<file path="config.mk">
export PLATFORM = sky130hd
export DESIGN_NAME = swr_back
export DESIGN_NICKNAME = d
export VERILOG_FILES = /design/src/rtl/swr_pkg.sv /design/src/rtl/swr_back.sv
export SDC_FILE = /design/constraint.sdc
export NUM_CORES = 1
export LEC_CHECK = 0
export BUFFER_PORTS_ARGS = -buffer_cell sky130_fd_sc_hd__buf_4
export CORE_ASPECT_RATIO = 0.7
export CORE_MARGIN = 2
export CORE_UTILIZATION = 55
export CTS_CLUSTER_DIAMETER = 40
export CTS_CLUSTER_SIZE = 40
export DETAILED_ROUTE_END_ITERATION = 8
export HOLD_SLACK_MARGIN = 0.12
export PLACE_DENSITY = 0.75
export SYNTH_ARGS = -nofsm -noshare
export SYNTH_HDL_FRONTEND = slang
export SYNTH_SLANG_ARGS = --single-unit
</file>
<file path="constraint.sdc">
create_clock -name clk -period 8.3 [get_ports clk]
set_clock_uncertainty 0.15 [all_clocks]
set_input_delay 0.83 -clock clk [delete_from_list [all_inputs] [get_ports clk]]
set_output_delay 0.83 -clock clk [all_outputs]
set_load 0.05 [all_outputs]
</file>
<file path="src/rtl/swr_pkg.sv">
package swr_pkg;

	localparam int SAMPLE_W   = 8;
	localparam int SUM_W      = 26;
	localparam int RMS_W      = 12;
	localparam int INTERVAL_W = 16;
	// The scaled mean square (sum * 256 / WINDOW) never exceeds 255 * 255 * 256.
	localparam int QUO_W      = 2 * RMS_W;
	localparam int FRAC_SHIFT = 8;

	localparam logic [INTERVAL_W-1:0] INTERVAL_RESET = 16'd100;

	// Depth of the queue between the front and the back.
	localparam int QDEPTH = 4;
	localparam int QPTR_W = $clog2(QDEPTH);
	localparam int QCNT_W = $clog2(QDEPTH + 1);

	typedef struct packed {
		logic [SUM_W-1:0] sum;
		logic             full;
	} report_t;

endpackage

</file>
<file path="src/rtl/swr_back.sv">
module swr_back import swr_pkg::*; #(
	parameter int WINDOW = 1024
) (
	input  logic             clk,
	input  logic             arst_n,
	input  logic             q_not_empty,
	input  report_t          q_data,
	output logic             q_rd,
	input  logic             pop,
	output logic             empty,
	output logic [RMS_W-1:0] rms_value,
	output logic             window_full
);

	localparam int ACC_W = SUM_W + FRAC_SHIFT + 1;
	localparam int CNT_W = $clog2(RMS_W);
	// Window size times the square of the top root bit.
	localparam logic [ACC_W-1:0] STEP_INIT = ACC_W'(WINDOW) << (2 * (RMS_W - 1));

	typedef enum logic [2:0] {
		B_IDLE = 3'b001,
		B_SQRT = 3'b010,
		B_DONE = 3'b100
	} back_state_t;

	back_state_t        state_q;
	logic [CNT_W-1:0]   cnt_q;
	logic [ACC_W-1:0]   target_q;
	logic [ACC_W-1:0]   sqw_q;
	logic [ACC_W-1:0]   lin_q;
	logic [ACC_W-1:0]   step_q;
	logic [RMS_W-1:0]   root_q;
	logic               full_q;
	logic               out_valid_q;
	logic [RMS_W-1:0]   rms_q;
	logic               wf_q;

	logic [ACC_W-1:0]   trial;
	logic               take;
	logic               slot_free;

	// The result is the largest r with r * r * WINDOW <= sum * 256, so the mean
	// square is never formed by division. With root the bits settled so far and
	// b the bit under trial, sqw_q holds root^2 * WINDOW, lin_q holds
	// 2 * root * 2^b * WINDOW and step_q holds 4^b * WINDOW; their sum is the
	// scaled square of the trial root.
	assign trial = sqw_q + lin_q + step_q;
	assign take  = (trial <= target_q);

	assign slot_free   = !out_valid_q || pop;
	assign q_rd        = (state_q == B_IDLE) && q_not_empty;
	assign empty       = !out_valid_q;
	assign rms_value   = rms_q;
	assign window_full = wf_q;

	always_ff @(posedge clk) begin
		unique case (state_q)
			B_IDLE: begin
				target_q <= {1'b0, q_data.sum, {FRAC_SHIFT{1'b0}}};
				sqw_q    <= '0;
				lin_q    <= '0;
				step_q   <= STEP_INIT;
				root_q   <= '0;
				full_q   <= q_data.full;
			end
			B_SQRT: begin
				if (take) begin
					sqw_q  <= trial;
					lin_q  <= (lin_q >> 1) + step_q;
					root_q <= {root_q[RMS_W-2:0], 1'b1};
				end else begin
					lin_q  <= lin_q >> 1;
					root_q <= {root_q[RMS_W-2:0], 1'b0};
				end
				step_q <= step_q >> 2;
			end
			B_DONE: begin
				if (slot_free) begin
					rms_q <= root_q;
					wf_q  <= full_q;
				end
			end
			default: begin
			end
		endcase
	end

	always_ff @(posedge clk or negedge arst_n) begin
		if (!arst_n) begin
			state_q     <= B_IDLE;
			cnt_q       <= '0;
			out_valid_q <= 1'b0;
		end else begin
			if (pop && out_valid_q) begin
				out_valid_q <= 1'b0;
			end
			unique case (state_q)
				B_IDLE: begin
					if (q_not_empty) begin
						cnt_q   <= CNT_W'(RMS_W - 1);
						state_q <= B_SQRT;
					end
				end
				B_SQRT: begin
					if (cnt_q == '0) begin
						state_q <= B_DONE;
					end else begin
						cnt_q <= cnt_q - 1'b1;
					end
				end
				B_DONE: begin
					if (slot_free) begin
						out_valid_q <= 1'b1;
						state_q     <= B_IDLE;
					end
				end
				default: begin
					state_q <= B_IDLE;
				end
			endcase
		end
	end

`ifndef SYNTHESIS
	a_done_delivers: assert property (@(posedge clk) disable iff (!arst_n)
		(state_q == B_DONE && slot_free) |=> out_valid_q && state_q == B_IDLE)
		else $error("finished result was not placed in the output register");
	a_rms_range: assert property (@(posedge clk) disable iff (!arst_n)
		out_valid_q |-> rms_q <= RMS_W'(4080))
		else $error("RMS result out of range");
	a_held_result: assert property (@(posedge clk) disable iff (!arst_n)
		(out_valid_q && !pop) |=> out_valid_q && $stable(rms_q) && $stable(wf_q))
		else $error("waiting result changed before transfer");
`endif

endmodule

</file>
==> results.sh <==
export IMPL_grt_antenna_before_repair=0
export IMPL_grt_pass1_wl_um=37900
export IMPL_routed_wirelength_um=23400
export IMPL_fmax_mhz=140
export IMPL_synthDistinctLibCells=62
export IMPL_clk_pin_slew_ns=0.07
export IMPL_clkLatencyLatePin_ns=0.44
export IMPL_num_antenna_cells=0
export IMPL_ys_top_cells_by_count="edfxtp_1 (139), inv_1 (102), ha_1 (96)"
export IMPL_io_buffers=45
export IMPL_worstMarginPinSlew_ns=1.08
export IMPL_cts_resized=0
export IMPL_viasPerCell=6.05
export IMPL_critPathMaxFanout=35
export IMPL_finalNonFillerCells=1247
export IMPL_place_ws_ns=1.33
export IMPL_worst_setup_path_type="flip-flop to flip-flop"
export IMPL_synth_top_area_share_pct=42.2
export IMPL_dp_cells=1214
export IMPL_timing_final_crit_share_pct=86.0
export IMPL_root_buffer="clkbuf_16"
export IMPL_final_max_slew_viol_count=0
export IMPL_syn2layout_area_growth_pct=12.1
export IMPL_grt_overflow_total=0
export IMPL_synth_area_um2=9880
export IMPL_cp_start_kind="flip-flop"
export IMPL_finalHoldViolations=0
export IMPL_core_area_um2=17400
export IMPL_fill_cells=1404
export IMPL_drtIter0Drc=751
export IMPL_synth_area_top_cells="edfxtp_1 (42%), ha_1 (12%), inv_1 (3.9%)"
export IMPL_fin_crit_ns=7.14
export IMPL_drt_pre_antenna_iters=7
export IMPL_slew_headroom_pct=28.0
export IMPL_htree_num_levels=4
export IMPL_path_cells="inv_1, fa_1, inv_1, ha_1, nand3_1, o22ai_1, nor2_1, nor4_1, o21ai_0, a2111oi_0, o31a_1, nor2_1, ha_1, a21o_1, a2111oi_0, o221ai_1, o211ai_2, buf_4, nand2_1, o21ai_4, buf_4"
export IMPL_io_pins=46
export IMPL_outcome="complete, no violations"
export IMPL_tritoncts="done"
export IMPL_die_area_um2=19100
export IMPL_synth_edf_count=139
export IMPL_max_cap_viol_count=0
export IMPL_die_h_um=116
export IMPL_num_rows=40
export IMPL_finalSetupTns_ns=0
export IMPL_fp_dieW_um=164
export IMPL_async_reset_ff_share_pct=5.44
export IMPL_finalWorstSetupSlack_ns=1.16
export IMPL_holdCritPathClass="flip-flop to flip-flop"
export IMPL_syn_nets=1103
export IMPL_grt_max_degree=59
export IMPL_ant_nets=0
export IMPL_syn_area_per_cell_um2=10.3
export IMPL_synth_seq_cells=147
export IMPL_crit_family="compound AO/OA/AOI/OAI gates"
export IMPL_grt_pass1_vias=7271
export IMPL_nNetsFinal=1148
export IMPL_grt_total_usage_pct=26.1
export IMPL_cts_setup_buffers=0
export IMPL_numCtsBuffers=17
export IMPL_synth_top_area_cell="edfxtp_1"
export IMPL_routabilityCongestion=0.919
export IMPL_required_ns=8.22
export IMPL_yosysMostFrequentCell="edfxtp_1"
export IMPL_cp_num_buf_inv=4
export IMPL_dr_total_vias=7549
export IMPL_wire_per_inst_um=18.8
export IMPL_grt_setup_unrepaired="false"
export IMPL_yosysSeqAreaShare_pct=44.3
export IMPL_cp_end_kind="flip-flop"
export IMPL_remaining_drc_errors=0
export IMPL_critPathArrivalTime_ns=7.07
export IMPL_slowest_stage="nor4_1"
export IMPL_start_util_pct=56.9
export IMPL_drive_gt1_share_pct=10.6
export IMPL_yosys_warnings=0
export IMPL_cts_sinks=147
export IMPL_syn_instance_count=958
export IMPL_regToRegSetupSlack_ns=1.16
export IMPL_critPathMaxStageDelay_ns=0.66
export IMPL_clockBufferDepth=2
export IMPL_setup_violations=0
export IMPL_hpwl_um=16600
export IMPL_ys_flop_type="edfxtp_1"
[timing repair]
| action | CTS | global route |
|---|---|---|
| endpoints found under the hold margin | 7 | 0 |
| setup endpoints to repair | 0 | 0 |
| hold buffers | 1 | 0 |
[through the flow]
| step | hold slack [ns] | area, µm² | util (%) |
|---|---|---|---|
| 6_report | 0.273 | 11100 | 63.7 |
| 5_1_grt | 0.279 | 11100 | 63.7 |
| 4_1_cts | 0.271 | 11100 | 63.7 |
| 3_5_place_dp | 0.255 | 10500 | 60.3 |
| 3_3_place_gp | 0.251 | 10500 | 60.3 |
| 2_1_floorplan | 0.250 | 9880 | - |
[cells by family after synthesis]
| group | Yosys count | synth area share, % |
|---|---|---|
| and+or+nand+nor | 263 | 13.3 |
| xor gates and xnor gates | 44 | 3.90 |
| muxes | 3 | 0.304 |
| buffers and inverters | 130 | 5.09 |
| AOI/OAI and AO/OA | 257 | 17.3 |
| adders and majority gates | 114 | 15.8 |
| DFF | 147 | 44.3 |
[cells in the final DEF (no fill, tap or decap), types with 23 or more instances in the layout]
cell type and instances:
ha_1 96, nor2_1 67, o21ai_0 42, a21o_1 23, nor3_1 23, xnor2_1 30, a21oi_1 63, and2_1 39
buf_4 53, inv_1 101, nand2_1 55, edfxtp_1 139
[cell type report]
class	count	area (µm²)	share of cell area (%)
repair buffers	54	408	3.68
well taps	231	289	2.61
flip-flops and latches	147	4380	39.5
multi-input cells	681	5020	45.4
clock inverters	15	168	1.51
clock buffers	17	425	3.84
inverters	102	383	3.46
[flip-flops by register name, summed over array words and instances, names as in the netlist, 3 cells and up]
signal / cells
cnt_q: 4
sqw_q: 35
state_q: 3
target_q: 26
step_q: 17
root_q: 12
lin_q: 35
rms_value: 12
[routing by layer]
layer	routed length (µm)	global-route usage, %	vias to the layer above
met5	0	0	-
li1	-	-	3623
met1	10800	37.2	3578
met4	490	8.30	0
met3	1890	7.14	40
met2	10300	39.1	308
[worst paths after layout]
path / startpoint / end / cells past startpoint
max: lin_q[4]$_SDFFCE_PN0N_ / sqw_q[2]$_SDFFCE_PN0P_ / 21
min: full_q$_DFFE_PP_ / window_full$_DFFE_PP_ / 0
max reg2reg: lin_q[4]$_SDFFCE_PN0N_ / sqw_q[2]$_SDFFCE_PN0P_ / 21
min reg2reg: full_q$_DFFE_PP_ / window_full$_DFFE_PP_ / 0
max in group asynchronous: arst_n / state_q[0]$_DFFE_PN1P_ / 2
min in group asynchronous: arst_n / out_valid_q$_DFF_PN0_ / 2
Power is left out: the tool's default activity adds up to more than one toggle a clock period on the data nets, which glitch-free logic cannot reach.
