$ cat src/rtl/swr_pkg.sv
package swr_pkg;

	localparam int SAMPLE_W   = 8;
	localparam int SUM_W      = 26;
	localparam int RMS_W      = 12;
	localparam int INTERVAL_W = 16;
	// The scaled mean square (sum * 256 / WINDOW) never exceeds 255 * 255 * 256.
	localparam int QUO_W      = 2 * RMS_W;
	localparam int FRAC_SHIFT = 8;

	localparam logic [INTERVAL_W-1:0] INTERVAL_RESET = 16'd100;

	// Depth of the queue between the front and the back.
	localparam int QDEPTH = 4;
	localparam int QPTR_W = $clog2(QDEPTH);
	localparam int QCNT_W = $clog2(QDEPTH + 1);

	typedef struct packed {
		logic [SUM_W-1:0] sum;
		logic             full;
	} report_t;

endpackage

$ cat src/rtl/swr_fifo.sv
module swr_fifo import swr_pkg::*; (
	input  logic              clk,
	input  logic              arst_n,
	input  logic              wr_en,
	input  report_t           wr_data,
	input  logic              rd_en,
	output report_t           rd_data,
	output logic              not_empty,
	output logic [QCNT_W-1:0] count
);

	report_t            slots [QDEPTH];
	logic [QPTR_W-1:0]  wr_ptr_q;
	logic [QPTR_W-1:0]  rd_ptr_q;
	logic [QCNT_W-1:0]  count_q;

	assign rd_data   = slots[rd_ptr_q];
	assign not_empty = (count_q != '0);
	assign count     = count_q;

	always_ff @(posedge clk) begin
		if (wr_en) begin
			slots[wr_ptr_q] <= wr_data;
		end
	end

	always_ff @(posedge clk or negedge arst_n) begin
		if (!arst_n) begin
			wr_ptr_q <= '0;
			rd_ptr_q <= '0;
			count_q  <= '0;
		end else begin
			if (wr_en) begin
				wr_ptr_q <= (wr_ptr_q == QPTR_W'(QDEPTH - 1)) ? '0 : wr_ptr_q + 1'b1;
			end
			if (rd_en) begin
				rd_ptr_q <= (rd_ptr_q == QPTR_W'(QDEPTH - 1)) ? '0 : rd_ptr_q + 1'b1;
			end
			if (wr_en && !rd_en) begin
				count_q <= count_q + 1'b1;
			end else if (rd_en && !wr_en) begin
				count_q <= count_q - 1'b1;
			end
		end
	end

`ifndef SYNTHESIS
	a_no_overflow: assert property (@(posedge clk) disable iff (!arst_n)
		wr_en |-> (count_q < QCNT_W'(QDEPTH)) || rd_en)
		else $error("report queue written while full");
	a_no_underflow: assert property (@(posedge clk) disable iff (!arst_n)
		rd_en |-> not_empty)
		else $error("report queue read while empty");
`endif

endmodule

$ cat config.mk
export PLATFORM = sky130hd
export DESIGN_NAME = swr_fifo
export DESIGN_NICKNAME = d
export VERILOG_FILES = /design/src/rtl/swr_pkg.sv /design/src/rtl/swr_fifo.sv
export SDC_FILE = /design/constraint.sdc
export NUM_CORES = 1
export LEC_CHECK = 0
export ABC_AREA = 1
export BUFFER_PORTS_ARGS = -buffer_cell sky130_fd_sc_hd__clkbuf_2
export CAP_MARGIN = 25
export CORE_MARGIN = 3
export CORE_UTILIZATION = 33
export DETAILED_ROUTE_END_ITERATION = 6
export PLACE_DENSITY = 0.47
export SYNTH_ARGS = -nofsm -noshare
export SYNTH_HDL_FRONTEND = slang
export SYNTH_SLANG_ARGS = --single-unit
$ cat constraint.sdc
create_clock -name clk -period 2.3 [get_ports clk]
set_clock_uncertainty 0.15 [all_clocks]
set_input_delay 0 -clock clk [delete_from_list [all_inputs] [get_ports clk]]
set_output_delay 0 -clock clk [all_outputs]
set_load 0.05 [all_outputs]
==> flow_metrics.py, run 1 <==
metrics = {
    "placement": {
        "dp_hpwl_um": 6104,
        "dp_slack_ns": 0.4477,
        "io_buffers": 61,
        "gp_congestion": 0.6705,
        "dp_cells": 606,
    },
    "clock_network": {
        "clock_sinks": 115,
        "cts_root_buf": "clkbuf_16",
        "clk_pin_slew_ns": 0.05,
        "clk_latency_ns": 0.41,
        "cts_buffer_depth": 2,
        "cts_max_level": 4,
        "cts_tree": "yes",
        "cts_buffers": 17,
    },
    "floorplanning": {
        "die_w_um": 125.8,
        "die_area_um2": 15830,
        "rows": 43,
        "die_h_um": 125.8,
        "io_pins": 62,
        "initial_core_util": 0.3387,
        "core_um2": 13990,
    },
    "sta": {
        "timing.fmax_ghz": 0.4947,
        "period_needed_ns": 2.021,
        "relSlewSlack": 0.7462,
        "tightest_slew_ns": 0.3807,
        "setup_ws_ns": 0.2787,
        "setup-tns-final_ns": 0,
        "setup_violations": 0,
        "whs_ns": 0.1991,
        "hold_viol_final": 0,
        "maxSlewViolCount": 0,
        "rsz0062_at_grt": "false",
        "fin_crit_sh": 0.8788,
    },
    "logic_synthesis": {
        "postSynthCellCount": 366,
        "avgSynthCellArea_um2": 12.95,
        "ys_seq_area_frac": 0.7214,
        "yosysWarnings": 0,
        "synthesis.area_um2": 4738,
        "ys.flop_type": "edfxtp_1",
        "synth_seq_cells": 115,
        "yosys.cell_types.count": 18,
        "synth_area_leaders": "edfxtp_1 (68%), nand2_1 (7.8%), o211ai_1 (7.0%)",
        "yosys.area.top_type_share": 0.6844,
        "synth_top_cell_by_area": "edfxtp_1",
        "synth_edf_count": 108,
        "syn-num-nets": 404,
        "yosysMostFrequentCell": "edfxtp_1",
        "async_reset_ff_frac": 0.06087,
        "netlist_top_cells_count": "edfxtp_1 (108), nand2_1 (98), inv_1 (65)",
    },
    "hold_path": {
        "min_from": "wr_data[22]",
        "holdPathStages": 2,
        "hold_path_class": "in -> reg",
        "hold_end": "slots[1][22]",
    },
    "finish": {
        "drive_gt1_frac": 0.2289,
        "final_net_count": 514,
        "syn_to_final_growth_pct": 28.65,
        "fillers": 1302,
        "stdcell_count": 665,
        "diodes": 0,
    },
    "run": {
        "maxCapViolCount": 0,
    },
    "power_and_ir_drop": {
        "clkPwrFrac": 0.258,
        "p_int_mw": 4.846,
        "power_leakage_nw": 2.581,
        "vdd_drop_max_v": 0.0008124,
        "p_comb_frac": 0.402,
        "switching_share": 0.4169,
        "netSwitchingPower_mw": 3.465,
        "seq_power_share": 0.340,
        "power.density_nw_per_um2": 1363,
    },
    "worst_setup_path": {
        "crit_arrival_ns": 1.87,
        "cp-end-kind": "output port",
        "crit_type": "reg -> out",
        "rrSetupSlack_ns": 0.67,
        "worstReg2RegEnd": "slots[2][1]",
        "critical_path_required_ns": 2.15,
        "worstRegToRegCells": 5,
        "start_kind": "flip-flop",
        "r2r_start": "wr_ptr_q[0]",
        "crit_path_max_fanout": 31,
    },
    "route": {
        "vias": 2975,
        "drtIter0Drc": 161,
        "wirelength_um": 9534,
        "wl_per_cell_um": 14.34,
        "drt-pass1-iter-count": 5,
        "vias_per_cell": 4.474,
        "drtAntennaViolNets": 0,
        "drc": 0,
    },
    "global_routing": {
        "grt_pass1_wl_um": 15350,
        "antenna_found_initial": 1,
        "grt_usage": 0.1280,
        "grt_max_degree": 41,
        "gr-total-overflow": 0,
        "grt_pass1_vias": 2943,
    },
    "status": {
        "outcome": "finished clean",
    },
}
registers in the layout (all words and copies together), names as in the netlist:
name / cells
slots: 108
rd_ptr_q: 2
count: 3
wr_ptr_q: 2
cells in the final DEF (no fill, tap or decap), types with 2 or more instances in the layout:
cell	instances
buf_4	13
o211ai_2	10
nand2_1	98
dlygate4sd3_1	31
clkbuf_16	17
nor2_1	2
o211ai_1	44
inv_1	65
buf_12	2
dfrtp_1	7
clkinv_2	5
edfxtp_1	108
clkinv_1	4
ha_1	6
o21ai_0	4
clkbuf_2	61
worst max-delay path by stage:
| stage | from | end | slack, ns |
|---|---|---|---|
| final | rd_ptr_q[0] | rd_data[4] | 0.28 |
| after global routing | rd_ptr_q[0] | rd_data[5] | 0.12 |
| after CTS | rd_ptr_q[0] | rd_data[18] | 0.22 |
| after detailed placement | rd_ptr_q[0] | rd_data[18] | 0.45 |
| after global placement | rd_ptr_q[0] | rd_data[18] | 0.46 |
| after floorplan | wr_ptr_q[0] | slots[2][0] | 0.57 |
critical path, cell delays in order, from the launching register on:
cell	delay (ns)
dfrtp_1	0.41
clkinv_4	0.25
buf_4	0.28
nand2_1	0.07
o211ai_1	0.07
nand2_1	0.10
clkbuf_2	0.27
area by class of cell:
class / count / area [µm²] / share of cell area
clock inverters: 10 / 47.55 / 0.007800
clock buffers: 18 / 429.2 / 0.07040
inverters: 67 / 256.5 / 0.04208
multi-input cells: 168 / 965.9 / 0.1585
well taps: 180 / 225.2 / 0.03695
flip-flops and latches: 115 / 3418 / 0.5608
repair buffers: 107 / 753.2 / 0.1236
cells by family (layout without fill, tap and decap cells):
| group | after synthesis | count (layout) | synth area share |
|---|---|---|---|
| fa+ha+maj | 7 | 7 | 0.02007 |
| flops | 115 | 115 | 0.7214 |
| xor+xnor | 1 | 1 | 0.001849 |
| buf+inv | 83 | 202 | 0.07473 |
| compound gates | 58 | 58 | 0.1003 |
| simple gates | 102 | 102 | 0.08159 |
timing repair:
| action | in CTS | in global routing |
|---|---|---|
| resized for setup | 1 | 0 |
| buffers inserted | 0 | 0 |
| endpoints found under the hold margin | 123 | 0 |
| setup endpoints to repair | 1 | 0 |
| hold buffers | 31 | 0 |
routing by layer:
metal	vias to the layer above	global-route usage	routed length [µm]
met1	1415	0.1576	4247
met4	2	0.06625	210
li1	1484	-	-
met3	20	0.04156	358
met5	-	0	11
met2	54	0.2023	4705
stage by stage:
stage | cell area [µm²] | util | power [mW]
finish | 6096 | 0.4358 | 8.311
global route | 6096 | 0.4358 | 8.779
CTS | 6096 | 0.4358 | 8.451
global placement | 5305 | 0.3792 | 6.198
floorplan | 4738 | - | 5.370
detailed placement | 5305 | 0.3792 | 6.229
power by group through the flow:
stage               sequential (mW)  combinational (mW)  clock, mW
global placement               2.85                3.35          0
detailed placement             2.86                3.37          0
finish                         2.82                3.34       2.14
CTS                            2.82                3.42       2.20
global route                   2.85                3.64       2.29
floorplan                      2.93                2.44          0
Note: power is estimated with default switching activity, not from simulation.
==> inputs of run 2 (changes only) <==
Settings changed: BUFFER_PORTS_ARGS -buffer_cell sky130_fd_sc_hd__clkbuf_2 to unset, DONT_BUFFER_PORTS set to 1, PLACE_DENSITY 0.47 to 0.43, SETUP_SLACK_MARGIN set to 0.4.
==> flow_metrics.py, run 2 (synthesized netlist as in run 1, its figures left out) <==
metrics = {
    "route": {
        "wl_per_cell_um": 15.35,
        "drt-pass1-iter-count": 4,
        "vias_per_cell": 4.467,
        "wirelength_um": 9732,
        "vias": 2832,
        "drtIter0Drc": 161,
        "drtAntennaViolNets": 0,
        "drc": 0,
    },
    "floorplanning": {
        "io_pins": 62,
        "die_h_um": 125.8,
        "die_area_um2": 15830,
        "rows": 43,
        "die_w_um": 125.8,
        "initial_core_util": 0.3387,
        "core_um2": 13990,
    },
    "finish": {
        "layout_commonest_cell": "edfxtp_1",
        "final_net_count": 479,
        "top_register": "slots",
        "drive_gt1_frac": 0.1608,
        "fin_area_um2": 6103,
        "diodes": 0,
        "mostFrequentLayoutCells": "edfxtp_1 (108), nand2_1 (98), inv_1 (65)",
        "syn_to_final_growth_pct": 28.81,
        "stdcell_count": 634,
        "largest_register_ffs": 108,
    },
    "sta": {
        "whs_ns": 0.1591,
        "tightest_slew_ns": 0.5691,
        "period_needed_ns": 1.805,
        "maxSlewViolCount": 0,
        "hold_viol_final": 0,
        "timing.fmax_ghz": 0.5539,
        "relSlewSlack": 0.6206,
        "setup-tns-final_ns": 0,
        "rsz0062_at_grt": "true",
        "fin_crit_sh": 0.7849,
        "setup_violations": 0,
    },
    "hold_path": {
        "min_from": "wr_data[24]",
        "hold_path_class": "in -> reg",
    },
    "worst_setup_path": {
        "cpPeakStageDelay_ns": 0.40,
        "crit_type": "reg -> out",
        "start_kind": "flip-flop",
        "r2r_start": "count[0]",
        "crit_path_max_fanout": 44,
        "crit_path_start": "rd_ptr_q[0]",
        "critical_path_required_ns": 2.15,
        "crit_arrival_ns": 1.66,
        "cp_slowest_cell": "dfrtp_1",
        "cp-end-kind": "output port",
        "crit_chain": "clkinv_4, buf_16, o211ai_1, nand2_1, buf_4",
    },
    "power_and_ir_drop": {
        "total_power_mw": 8.721,
        "power.density_nw_per_um2": 1429,
        "vdd_drop_max_v": 0.0009047,
        "power_leakage_nw": 2.493,
    },
    "placement": {
        "gp_congestion": 0.6665,
        "dp_hpwl_um": 5503,
        "place_area_um2": 5202,
        "dp_cells": 567,
        "io_buffers": 0,
    },
    "clock_network": {
        "clk_latency_ns": 0.40,
        "cts_buffers": 17,
        "cts_max_level": 4,
        "clk_pin_slew_ns": 0.05,
        "clock_sinks": 115,
        "cts_tree": "yes",
        "cts_buffer_depth": 2,
        "cts_root_buf": "clkbuf_16",
    },
    "global_routing": {
        "grt_usage": 0.1284,
        "grt_pass1_vias": 2798,
        "antenna_found_initial": 1,
        "grt_max_degree": 57,
        "grt_pass1_wl_um": 15370,
        "gr-total-overflow": 0,
    },
    "run": {
        "maxCapViolCount": 0,
    },
    "status": {
        "outcome": "finished clean",
    },
}
-- run 2: changes by cell type in the layout (fill, tap and decap cells not counted), moves of 2 or more --
cell,previous run,this run
buf_6,0,3
clkinv_2,5,2
buf_16,0,2
buf_4,13,32
clkinv_1,4,7
clkbuf_2,61,0
clkbuf_1,1,5
-- run 2: cell type report --
cell class / count / area, µm²
well taps: 180 / 225.2
fillers: 1304 / 7885
inverters: 67 / 259.0
repair buffers: 72 / 724.4
flip-flops and latches: 115 / 3418
clock buffers: 22 / 444.2
clock inverters: 10 / 66.31
multi-input cells: 168 / 965.9
-- run 2: metal layers --
metal,track usage,share of wire,vias up
li1,-,-,1418
met1,0.1635,0.46,1350
met2,0.2008,0.49,53
met3,0.04792,0.044,9
met4,0.04921,0.013,2
met5,0,0.00072,-
-- run 2: worst paths after layout --
path                                 to  depth (start not counted)  slack [ns]
max reg2reg                    count[2]                          5        0.63
max in group asynchronous      count[0]                          2        1.45
max                         rd_data[25]                          5        0.49
min reg2reg                 wr_ptr_q[0]                          3        0.46
min                        slots[0][24]                          1        0.16
min in group asynchronous      count[2]                          2        0.31
-- run 2: what timing repair did --
| action | in CTS | in global routing |
|---|---|---|
| pin swaps | 0 | 1 |
| endpoints found under the hold margin | 230 | 0 |
| gates cloned | 0 | 2 |
| gates resized for setup | 3 | 3 |
| buffers inserted | 1 | 1 |
| setup endpoints to repair | 17 | 19 |
| hold buffers | 31 | 0 |
-- run 2: metrics by stage --
stage,worst slack (ns),utilization
global route,0.3703,0.4363
CTS,0.4256,0.4321
detailed placement,0.6309,0.3719
finish,0.4946,0.4363
floorplan,0.5740,-
global placement,0.6376,0.3719
-- run 2: power breakdown --
| part | switching, mW | internal [mW] |
|---|---|---|
| sequential | 0.219 | 2.70 |
| combinational | 2.45 | 1.09 |
| clock | 0.813 | 1.45 |
-- run 2: worst max-delay path, delay by kind of cell, from the launching register on --
kind	cells	cell delay [ns]
AOI/OAI and AO/OA	1	0.18
buffers and inverters	3	0.57
DFF	1	0.40
and+or+nand+nor	1	0.11
